--- src/gpm_pkg.sv ---
// shared types, constants and helpers of the glob pattern matcher
// no dependencies
`default_nettype none

package gpm_pkg;

  localparam int MAX_PATTERN = 64;
  localparam int PAT_AW      = $clog2(MAX_PATTERN);
  localparam int LEN_W       = $clog2(MAX_PATTERN + 1);

  localparam logic [7:0] CH_STAR    = 8'h2A;
  localparam logic [7:0] CH_QMARK   = 8'h3F;
  localparam logic [7:0] CH_LBRACK  = 8'h5B;
  localparam logic [7:0] CH_TILDE   = 8'h7E;
  localparam logic [7:0] CH_RBRACK  = 8'h5D;
  localparam logic [7:0] CH_BSLASH  = 8'h5C;
  localparam logic [7:0] CH_UPPER_A = 8'h41;
  localparam logic [7:0] CH_UPPER_Z = 8'h5A;
  localparam logic [7:0] CASE_DELTA = 8'h20;

  typedef enum logic [1:0] {
    REQ_CLEAR  = 2'd0,
    REQ_APPEND = 2'd1,
    REQ_SUBJ   = 2'd2,
    REQ_END    = 2'd3
  } req_t;

  typedef enum logic [1:0] {
    ERR_NONE     = 2'd0,
    ERR_OPEN_SET = 2'd1,
    ERR_OVERFLOW = 2'd2
  } err_t;

  typedef enum logic [1:0] {
    ST_IDLE,
    ST_SCAN,
    ST_DONE
  } state_t;

  typedef struct packed {
    req_t       req_type;
    logic [7:0] data_byte;
  } in_beat_t;

  typedef struct packed {
    logic matched;
    err_t pattern_error;
  } out_beat_t;

  // pass request from control to scan engine
  typedef struct packed {
    logic       start;
    logic       advance;
    logic       fresh;
    logic [7:0] ch;
  } scan_req_t;

  // pass completion back to control
  typedef struct packed {
    logic done;
    logic act_end;
    logic open_set;
  } scan_rsp_t;

  function automatic logic [7:0] fold_byte(input logic [7:0] b, input logic cf);
    logic [7:0] r;
    r = b;
    if (cf && (b >= CH_UPPER_A) && (b <= CH_UPPER_Z)) begin
      r = b + CASE_DELTA;
    end
    return r;
  endfunction

endpackage

`default_nettype wire

--- src/glob_pattern_matcher.sv ---
// Glob pattern matcher, top level.
// Input channel in_valid/in_ready/in_data carries requests: clear pattern,
// append pattern byte, subject byte, end of subject. Output channel
// out_valid/out_ready/out_data carries one beat per end-of-subject request
// with the match flag and the pattern error code. cfg_we/cfg_wdata set
// case folding; they must be written only while the block is idle, and the
// block itself does not enforce it. Clear and append leave the block idle.
// A subject byte or an end request runs one pass over the stored pattern,
// one pattern ram read per cycle, and holds off new requests until it ends.
// An end request then passes through the done state, which loads the
// result into the output register.
// Reset empties the pattern, clears overflow and case folding and starts a
// fresh subject; the pattern ram content is not cleared and no reset pass
// is needed. When the receiver stalls, the result waits in the output
// register; the block keeps taking requests, and a second end result
// waits in the done state until the register frees up.
// uses gpm_pkg, gpm_scan
`default_nettype none

module glob_pattern_matcher
  import gpm_pkg::*;
(
  input  wire logic      clk,
  input  wire logic      rst_n,
  input  wire logic      in_valid,
  output logic           in_ready,
  input  wire in_beat_t  in_data,
  output logic           out_valid,
  input  wire logic      out_ready,
  output out_beat_t      out_data,
  input  wire logic      cfg_we,
  input  wire logic      cfg_wdata
);

  state_t           state_r, state_nxt;
  logic [LEN_W-1:0] len_r, len_nxt;
  logic             ovf_r, ovf_nxt;
  logic             fresh_r, fresh_nxt;
  logic             is_end_r, is_end_nxt;
  logic             case_fold_r;
  logic             res_hit_r, res_bad_r;
  logic             out_valid_r, out_valid_nxt;
  out_beat_t        out_data_r, out_data_nxt;
  logic             in_fire;
  logic             pat_we;
  err_t             err;
  scan_req_t        sreq;
  scan_rsp_t        srsp;

  assign in_fire   = in_valid && in_ready;
  assign out_valid = out_valid_r;
  assign out_data  = out_data_r;

  gpm_scan u_scan (
    .clk       (clk),
    .rst_n     (rst_n),
    .req       (sreq),
    .pat_len   (len_r),
    .case_fold (case_fold_r),
    .pat_we    (pat_we),
    .pat_waddr (len_r[PAT_AW-1:0]),
    .pat_wdata (in_data.data_byte),
    .rsp       (srsp)
  );

  // error code of the pending result
  always_comb begin
    if (ovf_r) begin
      err = ERR_OVERFLOW;
    end else if (res_bad_r) begin
      err = ERR_OPEN_SET;
    end else begin
      err = ERR_NONE;
    end
  end

  // request handling and sequencing
  always_comb begin
    state_nxt     = state_r;
    len_nxt       = len_r;
    ovf_nxt       = ovf_r;
    fresh_nxt     = fresh_r;
    is_end_nxt    = is_end_r;
    out_valid_nxt = out_valid_r && !out_ready;
    out_data_nxt  = out_data_r;
    in_ready      = 1'b0;
    pat_we        = 1'b0;
    sreq.start    = 1'b0;
    sreq.advance  = 1'b0;
    sreq.fresh    = fresh_r;
    sreq.ch       = in_data.data_byte;
    unique case (state_r)
      ST_IDLE: begin
        in_ready = 1'b1;
        if (in_fire) begin
          unique case (in_data.req_type)
            REQ_CLEAR: begin
              len_nxt   = '0;
              ovf_nxt   = 1'b0;
              fresh_nxt = 1'b1;
            end
            REQ_APPEND: begin
              fresh_nxt = 1'b1;
              if (len_r < LEN_W'(MAX_PATTERN)) begin
                pat_we  = 1'b1;
                len_nxt = len_r + LEN_W'(1);
              end else begin
                ovf_nxt = 1'b1;
              end
            end
            REQ_SUBJ: begin
              sreq.start   = 1'b1;
              sreq.advance = 1'b1;
              fresh_nxt    = 1'b0;
              is_end_nxt   = 1'b0;
              state_nxt    = ST_SCAN;
            end
            REQ_END: begin
              sreq.start = 1'b1;
              fresh_nxt  = 1'b1;
              is_end_nxt = 1'b1;
              state_nxt  = ST_SCAN;
            end
            default: ;
          endcase
        end
      end
      ST_SCAN: begin
        if (srsp.done) begin
          state_nxt = is_end_r ? ST_DONE : ST_IDLE;
        end
      end
      ST_DONE: begin
        if (!out_valid_r || out_ready) begin
          out_valid_nxt               = 1'b1;
          out_data_nxt.pattern_error  = err;
          out_data_nxt.matched        = (err == ERR_NONE) && res_hit_r;
          state_nxt                   = ST_IDLE;
        end
      end
      default: state_nxt = ST_IDLE;
    endcase
  end

  // state register
  always_ff @(posedge clk) begin
    if (!rst_n) begin
      state_r <= ST_IDLE;
    end else begin
      state_r <= state_nxt;
    end
  end

  // control registers
  always_ff @(posedge clk) begin
    if (!rst_n) begin
      len_r       <= '0;
      ovf_r       <= 1'b0;
      fresh_r     <= 1'b1;
      is_end_r    <= 1'b0;
      case_fold_r <= 1'b0;
      out_valid_r <= 1'b0;
    end else begin
      len_r       <= len_nxt;
      ovf_r       <= ovf_nxt;
      fresh_r     <= fresh_nxt;
      is_end_r    <= is_end_nxt;
      out_valid_r <= out_valid_nxt;
      if (cfg_we) begin
        case_fold_r <= cfg_wdata;
      end
    end
  end

  // result payload
  always_ff @(posedge clk) begin
    out_data_r <= out_data_nxt;
    if (srsp.done) begin
      res_hit_r <= srsp.act_end;
      res_bad_r <= srsp.open_set;
    end
  end

endmodule

`default_nettype wire

--- src/gpm_ram.sv ---
// generic single write port, single read port ram with registered read
// no dependencies
`default_nettype none

module gpm_ram #(
  parameter int WIDTH = 8,
  parameter int DEPTH = 64
) (
  input  wire logic                     clk,
  input  wire logic                     we,
  input  wire logic [$clog2(DEPTH)-1:0] waddr,
  input  wire logic [WIDTH-1:0]         wdata,
  input  wire logic [$clog2(DEPTH)-1:0] raddr,
  output logic      [WIDTH-1:0]         rdata
);

  logic [WIDTH-1:0] mem_r [DEPTH];

  // write and registered read
  always_ff @(posedge clk) begin
    if (we) begin
      mem_r[waddr] <= wdata;
    end
    rdata <= mem_r[raddr];
  end

endmodule

`default_nettype wire

--- src/gpm_scan.sv ---
// scan engine: walks the stored pattern once per pass, parses tokens and
// updates the active position ram in place; uses gpm_pkg and gpm_ram
`default_nettype none

module gpm_scan
  import gpm_pkg::*;
(
  input  wire logic              clk,
  input  wire logic              rst_n,
  input  wire scan_req_t         req,
  input  wire logic [LEN_W-1:0]  pat_len,
  input  wire logic              case_fold,
  input  wire logic              pat_we,
  input  wire logic [PAT_AW-1:0] pat_waddr,
  input  wire logic [7:0]        pat_wdata,
  output scan_rsp_t              rsp
);

  logic             iss_r, iss_nxt;
  logic [LEN_W-1:0] rq_r, rq_nxt;
  logic             vld_r;
  logic [LEN_W-1:0] pq_r;
  logic             adv_r, fresh_r;
  logic [7:0]       ch_r;

  // token parse state
  logic in_set_r, in_set_nxt;
  logic first_r, first_nxt;
  logic neg_r, neg_nxt;
  logic hit_r, hit_nxt;
  logic esc_r, esc_nxt;
  logic tok_a_r, tok_a_nxt;
  logic c_r, c_nxt;
  logic icarry_r, icarry_nxt;

  logic [7:0]       pat_rdata;
  logic             act_rdata;
  logic             act_we;
  logic             act_wdata;
  logic             tok_act;
  logic             eq;

  gpm_ram #(.WIDTH(8), .DEPTH(MAX_PATTERN)) u_pat_ram (
    .clk   (clk),
    .we    (pat_we),
    .waddr (pat_waddr),
    .wdata (pat_wdata),
    .raddr (rq_r[PAT_AW-1:0]),
    .rdata (pat_rdata)
  );

  gpm_ram #(.WIDTH(1), .DEPTH(MAX_PATTERN + 1)) u_act_ram (
    .clk   (clk),
    .we    (act_we),
    .waddr (pq_r),
    .wdata (act_wdata),
    .raddr (rq_r),
    .rdata (act_rdata)
  );

  // read issue counter
  always_comb begin
    iss_nxt = iss_r;
    rq_nxt  = rq_r;
    if (req.start) begin
      iss_nxt = 1'b1;
      rq_nxt  = '0;
    end else if (iss_r) begin
      rq_nxt = rq_r + LEN_W'(1);
      if (rq_r == pat_len) begin
        iss_nxt = 1'b0;
      end
    end
  end

  // token parsing and in-place update
  always_comb begin
    in_set_nxt = in_set_r;
    first_nxt  = first_r;
    neg_nxt    = neg_r;
    hit_nxt    = hit_r;
    esc_nxt    = esc_r;
    tok_a_nxt  = tok_a_r;
    c_nxt      = c_r;
    icarry_nxt = icarry_r;
    act_we     = 1'b0;
    act_wdata  = c_r;
    tok_act    = fresh_r ? icarry_r : act_rdata;
    eq         = (fold_byte(pat_rdata, case_fold) == fold_byte(ch_r, case_fold));
    rsp.done     = 1'b0;
    rsp.act_end  = tok_act;
    rsp.open_set = in_set_r;

    if (req.start) begin
      in_set_nxt = 1'b0;
      first_nxt  = 1'b0;
      neg_nxt    = 1'b0;
      hit_nxt    = 1'b0;
      esc_nxt    = 1'b0;
      c_nxt      = 1'b0;
      icarry_nxt = 1'b1;
    end else if (vld_r) begin
      if (pq_r == pat_len) begin
        // end position: store final carry, report
        act_we   = adv_r;
        rsp.done = 1'b1;
      end else if (!in_set_r) begin
        // token start
        act_we = adv_r;
        if (pat_rdata == CH_STAR) begin
          act_wdata = c_r | tok_act;
          c_nxt     = c_r | tok_act;
        end else begin
          icarry_nxt = 1'b0;
          if (pat_rdata == CH_QMARK) begin
            c_nxt = tok_act;
          end else if (pat_rdata == CH_LBRACK) begin
            c_nxt      = 1'b0;
            in_set_nxt = 1'b1;
            first_nxt  = 1'b1;
            neg_nxt    = 1'b0;
            hit_nxt    = 1'b0;
            esc_nxt    = 1'b0;
            tok_a_nxt  = tok_act;
          end else begin
            c_nxt = tok_act & eq;
          end
        end
      end else begin
        // inside a set
        first_nxt = 1'b0;
        if (first_r && (pat_rdata == CH_TILDE)) begin
          neg_nxt = 1'b1;
        end else if (esc_r) begin
          esc_nxt = 1'b0;
          hit_nxt = hit_r | eq;
        end else if (pat_rdata == CH_RBRACK) begin
          in_set_nxt = 1'b0;
          c_nxt      = tok_a_r & (hit_r ^ neg_r);
        end else if (pat_rdata == CH_BSLASH) begin
          esc_nxt = 1'b1;
        end else begin
          hit_nxt = hit_r | eq;
        end
      end
    end
  end

  // control registers
  always_ff @(posedge clk) begin
    if (!rst_n) begin
      iss_r <= 1'b0;
      vld_r <= 1'b0;
    end else begin
      iss_r <= iss_nxt;
      vld_r <= iss_r;
    end
  end

  // pass context and parse registers
  always_ff @(posedge clk) begin
    rq_r     <= rq_nxt;
    pq_r     <= rq_r;
    in_set_r <= in_set_nxt;
    first_r  <= first_nxt;
    neg_r    <= neg_nxt;
    hit_r    <= hit_nxt;
    esc_r    <= esc_nxt;
    tok_a_r  <= tok_a_nxt;
    c_r      <= c_nxt;
    icarry_r <= icarry_nxt;
    if (req.start) begin
      adv_r   <= req.advance;
      fresh_r <= req.fresh;
      ch_r    <= req.ch;
    end
  end

endmodule

`default_nettype wire

--- config.mk ---
export PLATFORM = sky130hd
export DESIGN_NAME = glob_pattern_matcher
export DESIGN_NICKNAME = d
export VERILOG_FILES = /design/src/gpm_pkg.sv /design/src/glob_pattern_matcher.sv /design/src/gpm_ram.sv /design/src/gpm_scan.sv
export SDC_FILE = /design/constraint.sdc
export NUM_CORES = 1
export LEC_CHECK = 0
export BUFFER_PORTS_ARGS = -buffer_cell sky130_fd_sc_hd__buf_2
export CORE_ASPECT_RATIO = 0.6
export CORE_MARGIN = 4
export CORE_UTILIZATION = 65
export CTS_BUF_LIST = sky130_fd_sc_hd__clkbuf_8
export DETAILED_ROUTE_END_ITERATION = 16
export GPL_TIMING_DRIVEN = 0
export PLACE_DENSITY = 0.93
export SLEW_MARGIN = 20
export SYNTH_ARGS = -nofsm -noshare
export SYNTH_HDL_FRONTEND = slang
export SYNTH_HIERARCHICAL = 1
export SYNTH_SLANG_ARGS = --single-unit
--- constraint.sdc ---
create_clock -name clk -period 9.43 [get_ports clk]
set_clock_uncertainty 0.2 [all_clocks]
set_input_delay 1.886 -clock clk [delete_from_list [all_inputs] [get_ports clk]]
set_output_delay 1.886 -clock clk [all_outputs]
set_load 0.02 [all_outputs]
==> flow_metrics.tcl <==
set metrics [dict create \
    relSlewSlack_pct 27.64 \
    ys_ff_latch 639 \
    grt_use_total_pct 30.74 \
    ir_worst_vdd_mv 0.1595 \
    grt_pass1_wl_um 96770 \
    status "completed" \
    core.rowCount 56 \
    synth_cell_types 75 \
    critical_path.max_stage_delay_ps 1050 \
    clk_transition_reported_paths_ps 60 \
    antenna_found_initial 2 \
    die_h_um 162.6 \
    clkSinkCount 639 \
    hold_buffers 0 \
    hold_violations 0 \
    period_minus_slack_ps 5571 \
    ys_seq_area_share_pct 72.32 \
    synth_edf_count 593 \
    path_cells "buf_2 -> or4b_1 -> buf_2 -> clkbuf_1 -> nor3b_1 -> nand3_1 -> nor2_1" \
    post_synth_and_or_nand_nor_area_fraction_pct 6.948 \
    clock.fmax_mhz 179.5 \
    final_cell_mix "edfxtp_1 (593), nor2_1 (169), mux4_2 (128)" \
    p_per_area_nw_per_um2 234.1 \
    place_ws_ps 3562 \
    drive_above_1_share_pct 20.34 \
    antenna_cells 0 \
    start_kind "input port" \
    drt_iter0_drc 2765 \
    die-area_um2 43200 \
    maxCapViolations 0 \
    die_w_um 265.7 \
    clockBufferDepth 3 \
    arrival_ps 5620 \
    rsz0062_at_grt "false" \
    min_period_over_period_pct 59.08 \
    root_buffer "clkbuf_8" \
    synth_xor_area_share_pct 0.9808 \
    antenna_left 0 \
    ff2ff_path_depth 6 \
    ys.flop_type "edfxtp_1" \
    muxShareOfSynthArea_pct 14.35 \
    postCtsSetupBuffers 0 \
    post_cts_resized 0 \
    routedWlPerCell_um 30.62 \
    cts_tree "yes" \
    ios 21 \
    critPathBufInv 3 \
    grt_pass1_vias 15050 \
    grt_max_degree 66 \
    setup_slack_ps 3859 \
    crit_cells 7 \
    yosys_warnings 6 \
    synth_area_um2 25900 \
    numCtsBuffers 86 \
    first_pass_iters 9 \
    synth_fa_ha_area_share_pct 0.1933 \
    setup_tns_ps 0 \
    synth_top_family_by_area "multiplexers" \
    syn_nets 1457 \
    clk_latency_ps 660 \
    avgViaCountPerCell 7.194 \
    cp_common_cell "buf_2" \
    synthArstFlopShare_pct 0 \
    hold_path.class "reg2reg" \
    p_leak_nw 8.734 \
    cts_max_level 3 \
    synth_compound_area_share_pct 3.368 \
    gp_congestion 0.9667 \
    whs_path_depth 0 \
    end_kind "flop" \
    layout.nets 1565 \
    layout_commonest_cell "edfxtp_1" \
    tightestPinTransition_ps 1085 \
    vias 15323 \
    crit_slowest_cell "nor2_1" \
    critPathKind "in2reg" \
    coreArea_um2 39170 \
    critical_path.max_fanout 10 \
    dp_hpwl_um 42160 \
    setup_violations 0 \
    syn_inst 1437 \
    area_delta_synth_final_pct 9.209 \
    cpLargestDelayFamily "simple AND/OR/NAND/NOR gates" \
    avgSynthCellArea_um2 18.02 \
    drc 0 \
    port-buffer-count 20 \
    cp.required_ps 9480 \
    wirelength_um 65220 \
    grt_overflow 0 \
    drv_slew 0 \
    start_util_pct 66.12 \
]
-- layout make-up --
cell class / count / area [µm²]
Sequential cell: 639 / 18730
Fill cell: 2076 / 10890
Multi-Input combinational cell: 718 / 6709
Clock buffer: 92 / 1266
Tap cell: 522 / 653.1
Buffer: 72 / 447.9
Clock inverter: 59 / 326.6
Timing Repair Buffer: 20 / 120.1
Inverter: 8 / 30.03
-- report_power, final --
| group | switching (W) | internal (W) | total [W] |
|---|---|---|---|
| registers | 0.0000787 | 0.00315 | 0.00323 |
| clock network | 0.000997 | 0.000981 | 0.00198 |
| logic | 0.000802 | 0.000608 | 0.00141 |
-- registers in the layout (all words and copies together) (netlist names), 2 cells and up --
| name | cells |
|---|---|
| u_scan/u_act_ram/mem_r | 65 |
| u_scan/u_pat_ram/mem_r | 512 |
| u_scan/pq_r | 7 |
| len_r | 7 |
| u_scan/u_pat_ram/rdata | 8 |
| u_scan/ch_r | 8 |
| u_scan/rq_r | 7 |
| state_r | 2 |
| out_data | 3 |
-- cells by family after synthesis --
kind of cell    count (synthesis)
xor+xnor                       29
mux                           198
fa+ha+maj                       4
buf+inv                        80
simple gates                  371
flops                         639
compound gates                116
-- per-stage QoR --
| stage | cell area [µm²] | power (W) | hold WS [ps] | util (%) | cells |
|---|---|---|---|---|---|
| floorplan | 25900 | 0.004178 | 204.3 | - | 1437 |
| global placement | 26650 | 0.004566 | 222.0 | 68.04 | 1979 |
| detailed placement | 26660 | 0.004627 | 227.8 | 68.06 | 1979 |
| CTS | 28250 | 0.006573 | 245.5 | 72.13 | 2130 |
| global route | 28280 | 0.006823 | 254.3 | 72.20 | 2130 |
| finish | 28280 | 0.006619 | 248.9 | 72.20 | 2130 |
-- worst reg2reg max path, delay by kind of cell, from the launching register on --
kind | cells | cell delay, ps
DFF | 1 | 360
buffers and inverters | 2 | 410
and+or+nand+nor | 4 | 3250
-- metal layers --
metal  track usage (%)  share of wire (%)  vias up
li1                  -                  -     5999
met1             44.63                 35     7537
met2             42.74                 43     1517
met3             14.13                 19      266
met4             8.972                3.5        4
met5                 0              0.098        -
-- synthesized netlist by cell type, types with 14 or more instances --
library cell | count | area share (%)
xor2_1 | 15 | 0.51
mux2i_1 | 49 | 1.9
a21oi_1 | 16 | 0.31
nand3_1 | 34 | 0.66
nor2b_1 | 30 | 0.72
edfxtp_1 | 593 | 69
buf_2 | 14 | 0.27
mux4_2 | 128 | 11
nand2b_1 | 14 | 0.34
nor3_1 | 14 | 0.27
xnor2_1 | 14 | 0.47
buf_4 | 17 | 0.49
clkbuf_1 | 27 | 0.39
nor2_1 | 169 | 2.4
nand2_1 | 45 | 0.65
mux2_2 | 14 | 0.61
dfxtp_1 | 46 | 3.6
-- final timing paths --
| check | to | slack [ps] | startpoint |
|---|---|---|---|
| setup / recovery | u_scan/u_pat_ram/mem_r[33][5]$_DFFE_PP_ | 3860 | in_data[9] |
| hold / removal | u_scan/fresh_r$_DFFE_PP_ | 250 | fresh_r$_SDFFE_PN1P_ |
| setup reg to reg | u_scan/u_pat_ram/mem_r[33][5]$_DFFE_PP_ | 4820 | state_r[1]$_SDFFE_PN0P_ |
| hold reg to reg | u_scan/fresh_r$_DFFE_PP_ | 250 | fresh_r$_SDFFE_PN1P_ |
Power figures use the tool's default switching activity.
